<file path="config.mk">
export PLATFORM = sky130hd
export DESIGN_NAME = sst_ctrl
export DESIGN_NICKNAME = d
export VERILOG_FILES = /design/src/design/sst_pkg.sv /design/src/design/sst_ctrl.sv
export SDC_FILE = /design/constraint.sdc
export NUM_CORES = 1
export LEC_CHECK = 0
export BUFFER_PORTS_ARGS = -buffer_cell sky130_fd_sc_hd__buf_2
export CORE_MARGIN = 1
export CORE_UTILIZATION = 40
export CTS_CLUSTER_SIZE = 20
export DETAILED_ROUTE_END_ITERATION = 8
export GPL_ROUTABILITY_DRIVEN = 0
export GPL_TIMING_DRIVEN = 0
export PLACE_DENSITY = 0.72
export SLEW_MARGIN = 0
export SYNTH_ARGS = -nofsm -noshare
export SYNTH_HDL_FRONTEND = slang
export SYNTH_SLANG_ARGS = --single-unit
</file>
<file path="constraint.sdc">
create_clock -name clk -period 5.6 [get_ports clk]
set_clock_uncertainty 0.15 [all_clocks]
set_input_delay 0.84 -clock clk [delete_from_list [all_inputs] [get_ports clk]]
set_output_delay 0.84 -clock clk [all_outputs]
set_load 0.005 [all_outputs]
</file>
<file path="src/design/sst_pkg.sv">
// ----------------------------------------------------------------------------
// Swap slot table package
// Shared widths, codes and record types of the swap slot table manager.
// ----------------------------------------------------------------------------
`default_nettype none

package sst_pkg;

  localparam int SLOTS   = 1024;
  localparam int IDX_W   = $clog2(SLOTS);
  localparam int CNT_W   = IDX_W + 1;
  localparam int OWNER_W = 16;
  localparam int PAGE_W  = 20;
  localparam int CFG_W   = 11;

  typedef logic [IDX_W-1:0]   idx_t;
  typedef logic [CNT_W-1:0]   cnt_t;
  typedef logic [OWNER_W-1:0] owner_t;
  typedef logic [PAGE_W-1:0]  page_t;

  typedef enum logic [1:0] {
    REQ_ALLOC     = 2'd0,
    REQ_LOAD      = 2'd1,
    REQ_REL_OWNER = 2'd2,
    REQ_NOP       = 2'd3
  } req_t;

  typedef enum logic [1:0] {
    STAT_OK        = 2'd0,
    STAT_NO_SLOT   = 2'd1,
    STAT_NOT_FOUND = 2'd2
  } status_t;

  typedef enum logic [1:0] {
    SLOT_EMPTY    = 2'd0,
    SLOT_ALLOC    = 2'd1,
    SLOT_RELEASED = 2'd2
  } slot_state_t;

  typedef enum logic [2:0] {
    S_CLEAR,
    S_IDLE,
    S_MATCH,
    S_FREE,
    S_RELO,
    S_DONE
  } ctrl_state_t;

  typedef struct packed {
    slot_state_t state;
    owner_t      owner;
    page_t       page;
  } slot_entry_t;

  localparam int ENTRY_W = $bits(slot_entry_t);

  typedef struct packed {
    logic        rd_en;
    idx_t        rd_addr;
    logic        wr_en;
    idx_t        wr_addr;
    slot_entry_t wr_data;
  } mem_req_t;

  typedef struct packed {
    status_t status;
    idx_t    idx;
    logic    prev_valid;
    owner_t  prev_owner;
    page_t   prev_page;
  } result_t;

endpackage

`default_nettype wire

</file>
<file path="src/design/sst_ctrl.sv">
// ----------------------------------------------------------------------------
// Slot table sequencer
// Walks the slot RAM one entry per cycle and does the read-modify-write.
// ----------------------------------------------------------------------------
`default_nettype none

module sst_ctrl (
  input  logic                clk,
  input  logic                rst_n,
  input  logic                in_valid,
  output logic                in_ready,
  input  sst_pkg::req_t       req,
  input  sst_pkg::owner_t     owner,
  input  sst_pkg::page_t      page,
  input  sst_pkg::cnt_t       slot_count,
  output sst_pkg::mem_req_t   mreq,
  input  sst_pkg::slot_entry_t rd_entry,
  output logic                res_valid,
  input  logic                res_take,
  output sst_pkg::result_t    res
);

  import sst_pkg::*;

  ctrl_state_t state_r, state_nxt;
  req_t        op_r, op_nxt;
  owner_t      own_r, own_nxt;
  page_t       page_r, page_nxt;
  cnt_t        n_r, n_nxt;
  cnt_t        iss_cnt_r, iss_cnt_nxt;
  idx_t        iss_addr_r, iss_addr_nxt;
  logic        d_vld_r, d_vld_nxt;
  idx_t        d_addr_r, d_addr_nxt;
  logic        d_last_r, d_last_nxt;
  idx_t        ptr_r, ptr_nxt;
  idx_t        clr_cnt_r, clr_cnt_nxt;
  result_t     res_r, res_nxt;

  logic        tag_hit;
  logic        own_hit;
  logic        end_now;
  logic        scanning;

  // Next address in a ring of n entries.
  function automatic idx_t wrap_inc(input idx_t a, input cnt_t n);
    cnt_t sum;
    sum = CNT_W'(a) + CNT_W'(1);
    return (sum == n) ? '0 : sum[IDX_W-1:0];
  endfunction

  always_ff @(posedge clk) begin
    if (!rst_n) begin
      state_r   <= S_CLEAR;
      d_vld_r   <= 1'b0;
      ptr_r     <= '0;
      clr_cnt_r <= '0;
    end else begin
      state_r   <= state_nxt;
      d_vld_r   <= d_vld_nxt;
      ptr_r     <= ptr_nxt;
      clr_cnt_r <= clr_cnt_nxt;
    end
  end

  always_ff @(posedge clk) begin
    op_r       <= op_nxt;
    own_r      <= own_nxt;
    page_r     <= page_nxt;
    n_r        <= n_nxt;
    iss_cnt_r  <= iss_cnt_nxt;
    iss_addr_r <= iss_addr_nxt;
    d_addr_r   <= d_addr_nxt;
    d_last_r   <= d_last_nxt;
    res_r      <= res_nxt;
  end

  assign tag_hit = (rd_entry.state != SLOT_EMPTY) && (rd_entry.owner == own_r) &&
                   (rd_entry.page == page_r);
  assign own_hit = (rd_entry.state != SLOT_EMPTY) && (rd_entry.owner == own_r);

  assign in_ready  = (state_r == S_IDLE);
  assign res_valid = (state_r == S_DONE);
  assign res       = res_r;

  always_comb begin
    state_nxt    = state_r;
    op_nxt       = op_r;
    own_nxt      = own_r;
    page_nxt     = page_r;
    n_nxt        = n_r;
    iss_cnt_nxt  = iss_cnt_r;
    iss_addr_nxt = iss_addr_r;
    d_vld_nxt    = 1'b0;
    d_addr_nxt   = d_addr_r;
    d_last_nxt   = d_last_r;
    ptr_nxt      = ptr_r;
    clr_cnt_nxt  = clr_cnt_r;
    res_nxt      = res_r;
    mreq         = '0;
    end_now      = 1'b0;
    scanning     = 1'b0;

    unique case (state_r)
      S_CLEAR: begin
        mreq.wr_en         = 1'b1;
        mreq.wr_addr       = clr_cnt_r;
        mreq.wr_data.state = SLOT_EMPTY;
        clr_cnt_nxt        = clr_cnt_r + IDX_W'(1);
        if (clr_cnt_r == IDX_W'(SLOTS - 1)) begin
          state_nxt = S_IDLE;
        end
      end

      S_IDLE: begin
        if (in_valid) begin
          op_nxt       = req;
          own_nxt      = owner;
          page_nxt     = page;
          n_nxt        = slot_count;
          iss_cnt_nxt  = '0;
          iss_addr_nxt = '0;
          res_nxt      = '0;
          unique case (req)
            REQ_ALLOC: begin
              if (slot_count == '0) begin
                res_nxt.status = STAT_NO_SLOT;
                state_nxt      = S_DONE;
              end else begin
                state_nxt = S_MATCH;
              end
            end
            REQ_LOAD: begin
              if (slot_count == '0) begin
                res_nxt.status = STAT_NOT_FOUND;
                state_nxt      = S_DONE;
              end else begin
                state_nxt = S_MATCH;
              end
            end
            REQ_REL_OWNER: begin
              state_nxt = (slot_count == '0) ? S_DONE : S_RELO;
            end
            default: begin
              state_nxt = S_DONE;
            end
          endcase
        end
      end

      S_MATCH: begin
        scanning = 1'b1;
        if (d_vld_r) begin
          if (tag_hit) begin
            end_now   = 1'b1;
            state_nxt = S_DONE;
            if (op_r == REQ_ALLOC) begin
              mreq.wr_en         = 1'b1;
              mreq.wr_addr       = d_addr_r;
              mreq.wr_data       = rd_entry;
              mreq.wr_data.state = SLOT_ALLOC;
              res_nxt.status     = STAT_OK;
              res_nxt.idx        = d_addr_r;
              res_nxt.prev_valid = 1'b1;
              res_nxt.prev_owner = rd_entry.owner;
              res_nxt.prev_page  = rd_entry.page;
            end else if (rd_entry.state == SLOT_ALLOC) begin
              mreq.wr_en         = 1'b1;
              mreq.wr_addr       = d_addr_r;
              mreq.wr_data       = rd_entry;
              mreq.wr_data.state = SLOT_RELEASED;
              res_nxt.status     = STAT_OK;
              res_nxt.idx        = d_addr_r;
            end else begin
              res_nxt.status = STAT_NOT_FOUND;
            end
          end else if (d_last_r) begin
            end_now = 1'b1;
            if (op_r == REQ_ALLOC) begin
              // No tag match: fall back to the round-robin free search.
              state_nxt    = S_FREE;
              iss_cnt_nxt  = '0;
              iss_addr_nxt = (CNT_W'(ptr_r) < n_r) ? ptr_r : '0;
            end else begin
              res_nxt.status = STAT_NOT_FOUND;
              state_nxt      = S_DONE;
            end
          end
        end
      end

      S_FREE: begin
        scanning = 1'b1;
        if (d_vld_r) begin
          if (rd_entry.state != SLOT_ALLOC) begin
            end_now            = 1'b1;
            state_nxt          = S_DONE;
            mreq.wr_en         = 1'b1;
            mreq.wr_addr       = d_addr_r;
            mreq.wr_data.state = SLOT_ALLOC;
            mreq.wr_data.owner = own_r;
            mreq.wr_data.page  = page_r;
            ptr_nxt            = wrap_inc(d_addr_r, n_r);
            res_nxt.status     = STAT_OK;
            res_nxt.idx        = d_addr_r;
            if (rd_entry.state != SLOT_EMPTY) begin
              res_nxt.prev_valid = 1'b1;
              res_nxt.prev_owner = rd_entry.owner;
              res_nxt.prev_page  = rd_entry.page;
            end
          end else if (d_last_r) begin
            end_now        = 1'b1;
            res_nxt.status = STAT_NO_SLOT;
            state_nxt      = S_DONE;
          end
        end
      end

      S_RELO: begin
        scanning = 1'b1;
        if (d_vld_r) begin
          if (own_hit) begin
            mreq.wr_en         = 1'b1;
            mreq.wr_addr       = d_addr_r;
            mreq.wr_data       = rd_entry;
            mreq.wr_data.state = SLOT_EMPTY;
          end
          if (d_last_r) begin
            end_now   = 1'b1;
            state_nxt = S_DONE;
          end
        end
      end

      S_DONE: begin
        if (res_take) begin
          state_nxt = S_IDLE;
        end
      end

      default: begin
        state_nxt = S_IDLE;
      end
    endcase

    // Read issue runs one entry ahead of the evaluation stage.
    if (scanning && (iss_cnt_r < n_r) && !end_now) begin
      mreq.rd_en   = 1'b1;
      mreq.rd_addr = iss_addr_r;
      iss_cnt_nxt  = iss_cnt_r + CNT_W'(1);
      iss_addr_nxt = wrap_inc(iss_addr_r, n_r);
      d_vld_nxt    = 1'b1;
      d_addr_nxt   = iss_addr_r;
      d_last_nxt   = ((iss_cnt_r + CNT_W'(1)) == n_r);
    end
  end

endmodule

`default_nettype wire

</file>
; ---- Word level (Yosys, flattened, before mapping)
; Index checks and enable logic that the tools add are counted.
[word_totals]
inputBits = 91
ff_bits = 154
out_inout_bits = 111
[op_classes]
n_addsub = 4
mux = 71
n_lt_le_gt_ge = 2
reduce_logical = 21
eq_ne = 34
[op_table]
columns = operator, count
row1 = 49-bit two-way mux, 11
row2 = 49-bit case mux with 3 select lines, 1
row3 = 36-bit case mux with 3 select lines, 1
row4 = 10-bit two-way mux, 10
row5 = 47-bit two-way mux, 2
row6 = 11-bit two-way mux, 7
row7 = 37-bit two-way mux, 2
row8 = 13-bit case mux with 4 select lines, 1
row9 = 3-bit two-way mux, 12
row10 = 11-bit equality test, 3
row11 = 3-bit != test (second input constant), 8
row12 = 10-bit by 1-bit adder with 11-bit output (second input constant), 2
row13 = 11-bit case mux with 2 select lines, 1
row14 = 7-bit AND reduction, 3
row15 = 20-bit equality test, 1
row16 = 10-bit case mux with 2 select lines, 1
row17 = 2-bit != test (second input constant), 9
row18 = 3-bit case mux with 6 select lines, 1
row19 = 16-bit equality test, 1
row20 = 2-bit two-way mux, 7
row21 = 12-bit two-way mux, 1
row22 = 11-bit by 1-bit adder with 11-bit output (second input constant), 1
row23 = 11-bit logical NOT, 1
row24 = 10-bit by 11-bit < comparator with 1-bit output, 1
row25 = other kinds (26), 44

; ---- Depth between registers and ports, before layout
[logic_depth]
word_depth = 10
ltp_mapped = 11
depth_no_buf = 8

; ---- Worst setup path before layout
; No wires, ideal clock.
[synth_path]
path_type = input -> register
from = input port rd_entry[14] in the netlist's numbering
to = register res_r, in the netlist res[0], enable pin
setup_time_ns = 0.454
path_stages = 6
n_path_buf = 0
setup_slack_ns = 1.038
arrival_time_ns = 3.958
cell_sequence = xor2_1 -> nor4_1 -> nand3_1 -> nor4bb_1 -> nand3_1 -> a31oi_1
[synth_via]
elab_chain_cells = 4
[synth_rtl]
columns = item, line_no
row1 = "start, declared", sst_ctrl.sv:17  ; input sst_pkg::slot_entry_t rd_entry,
row2 = 20-bit equality test, sst_ctrl.sv:78  ; (rd_entry.page == page_r);
row3 = 1-bit logical AND, sst_ctrl.sv:77  ; assign tag_hit = (rd_entry.state != SLOT_EMPTY) && (rd_entry.owner == own_r) &&
row4 = 2-bit != test (no source line), n/a
row5 = 8-bit AND reduction (no source line), n/a
row6 = "end signal, assigned", sst_ctrl.sv:74  ; res_r <= res_nxt;
row7 = "end, declared", sst_ctrl.sv:37  ; result_t res_r, res_nxt;
; Every way passes these cells.
; A chain may end at the register's enable or synchronous reset.

==> run_results.csv <==
group,metric,value,unit
global_route,grt_pass1_wl,36700,µm
synth,syn_inst,738,
synth,synth_top_area_share,46.41,%
clock_network,postCtsHoldBufs,0,
place,port-buffer-count,200,
worst_hold_path,holdCritPathClass,"flop to flop",
drt,wirelength,23710,µm
cells_and_area,num-fill-cells,1840,
worst_setup_path,crit_required,4610,ps
clock_network,post-cts-setup-buffer-count,0,
clock_network,htreeDepth,4,
drt,viasPerCell,5.539,
synth,syn_avg_cell_area,11.40,µm²
synth,ys.flop_type,"edfxtp_1",
worst_setup_path,crit_type,"flop to primary output",
worst_hold_path,whs_path_depth,0,
clock_network,cts-root-buf,"clkbuf_16",
worst_setup_path,startpoint_type,"flop",
worst_setup_path,worstSetupEndpointType,"primary output",
worst_setup_path,r2r-start,"n_r[8]",
clock_network,cts_buffer_depth,2,
pwr,leakage,4.054,nW
timing,slew_violations,0,
drt,drt_pre_antenna_iters,5,
drt,drc,0,
clock_network,clk_latency,440,ps
cells_and_area,n_antenna_cell,0,
floorplan,core,20430,µm²
cells_and_area,area_growth,23.48,%
place,dp.final_hpwl,17870,µm
synth,async_reset_ff_share,0,%
timing,finalHoldViolations,0,
timing,slew_headroom,26.36,%
synth,synth_fp_nets,853,
clock_network,cts_tree,"built",
drt,initialDrtViolationCount,666,
synth,synth_enable_flop_cells,130,
worst_setup_path,crit_arrival,3760,ps
clock_network,cts_sinks,154,
floorplan,die_y,147.0,µm
synth,synth_seq_cells,154,
global_route,antenna_found_initial,1,
synth,ys_seq_area_share,52.13,%
cells_and_area,fin_nets,1074,
floorplan,rows,52,
global_route,grt_use_total,22.31,%
synth,netlist_area,8411,µm²
global_route,grt_max_degree,38,
outcome,status,"finished, final reports clean",
synth,synth_top_area_cell,"edfxtp_1",
worst_setup_path,ff2ff_path_depth,10,
timing,layout_setup_ws,848.4,ps
timing,fin_crit_sh,84.85,%
floorplan,start_util,41.17,%
cells_and_area,fin_util,50.83,%
drt,via_count,6879,
timing,setup_viol,0,
place,post-place-ws,1322,ps
pwr,vdd_drop_max,0.1557,mV
floorplan,die_x,147.0,µm
timing,fmax,210.5,MHz
floorplan,dieArea,21610,µm²
synth,synth_warnings,0,
drt,ant_nets,0,
cells_and_area,layout_commonest_cell,"buf_2",
synth,synthTopCellsByArea,"edfxtp_1, xnor2_1, dfxtp_1",
global_route,grt_pass1_vias,6759,
worst_hold_path,hp-start,"iss_addr_r[4]",
timing,tightest_slew,1103,ps
cells_and_area,drive_gt1_share,26.54,%
cells_and_area,final_cell_mix,"buf_2, edfxtp_1, and2_1",
clock_network,cts_made_buffers,17,
drt,wire_per_inst,19.09,µm
timing,rsz0062_at_grt,"false",
timing,finalCriticalPeriod,4752,ps
floorplan,boundaryPins,202,
job,maxCapViolations,0,
worst_setup_path,crit_fanout,21,
clock_network,clk_pin_slew,70,ps
pwr,powerDensity,237.1,nW/µm²
clock_network,ctsResizeCount,0,
worst_setup_path,crit_start,"n_r[8]",
synth,synth.distinct_cells,69,
global_route,overflow,0,
-- worst max-delay path, cell delays in order (launching register included) --
cell      delay (ps)
edfxtp_1         320
clkbuf_1         390
inv_1            140
ha_1             330
a21o_1           180
a21o_1           180
a221o_1          360
or2_0            190
buf_2            190
nor3_2           410
buf_4            340
and2_1           170
buf_2            110
-- state kept, by name, indices dropped and copies added, names as in the netlist, 2 cells and up --
name	flops
page_r	20
res	49
clr_cnt_r	10
op_r	2
n_r	11
own_r	16
state_r	3
d_addr_r	10
iss_cnt_r	11
ptr_r	10
iss_addr_r	10
-- through the flow --
stage | TNS (ps) | power [mW] | hold WS (ps) | std cells | instance area, µm²
3_3_place_gp | -15930 | 1.329 | 284.7 | 1208 | 9749
3_5_place_dp | 0 | 1.330 | 289.2 | 1210 | 9806
6_report | 0 | 2.463 | 322.4 | 1242 | 10390
4_1_cts | 0 | 2.477 | 321.1 | 1242 | 10390
2_1_floorplan | 0 | 1.281 | 277.7 | 738 | 8411
5_1_grt | 0 | 2.528 | 319.6 | 1242 | 10390
-- report_power, final --
part | internal, mW | switching [mW]
Combinational | 0.0356 | 0.0355
Sequential | 1.23 | 0.00271
Clock | 0.633 | 0.525
Total | 1.90 | 0.563
-- metal layers --
metal	global-route usage, %	vias up	share of wire (%)
met5	0	-	0.055
met4	7.835	2	2.5
met3	5.839	55	8.3
met2	36.87	313	48
met1	28.23	3301	41
li1	-	3208	-
-- area by class of cell --
class	instances	area [µm²]	area share (%)
sequential	154	4384	42.22
multi-input combinational	516	3747	36.08
timing repair buffer	202	1041	10.02
clock buffer	17	425.4	4.096
tap	270	337.8	3.253
buffer	35	171.4	1.651
clock inverter	15	153.9	1.482
inverter	33	123.9	1.193
-- Yosys cell counts (22+ instances only) --
cell type,number
nand3_1,28
xor2_1,38
dfxtp_1,24
and2_1,58
inv_1,32
nand2_1,44
a22o_1,36
nor2_1,40
edfxtp_1,130
nor3_1,22
clkbuf_1,22
xnor2_1,55
ha_1,24
-- final timing paths --
path,to,slack (ps)
setup / recovery,mreq[49],850
hold / removal,d_addr_r[4],320
setup reg to reg,iss_cnt_r[8],1380
hold reg to reg,d_addr_r[4],320
-- cells by family (layout without fill, tap and decap cells) --
group           Yosys count  after routing  share of synthesized area, %
xor+xnor                 98             98                         11.02
mux                       1              1                        0.1190
flops                   154            154                         52.13
buf+inv                  68            302                         3.511
simple gates            263            263                         17.58
compound gates          130            130                         12.07
fa+ha+maj                24             24                         3.570
(Power assumes the default switching activity.)
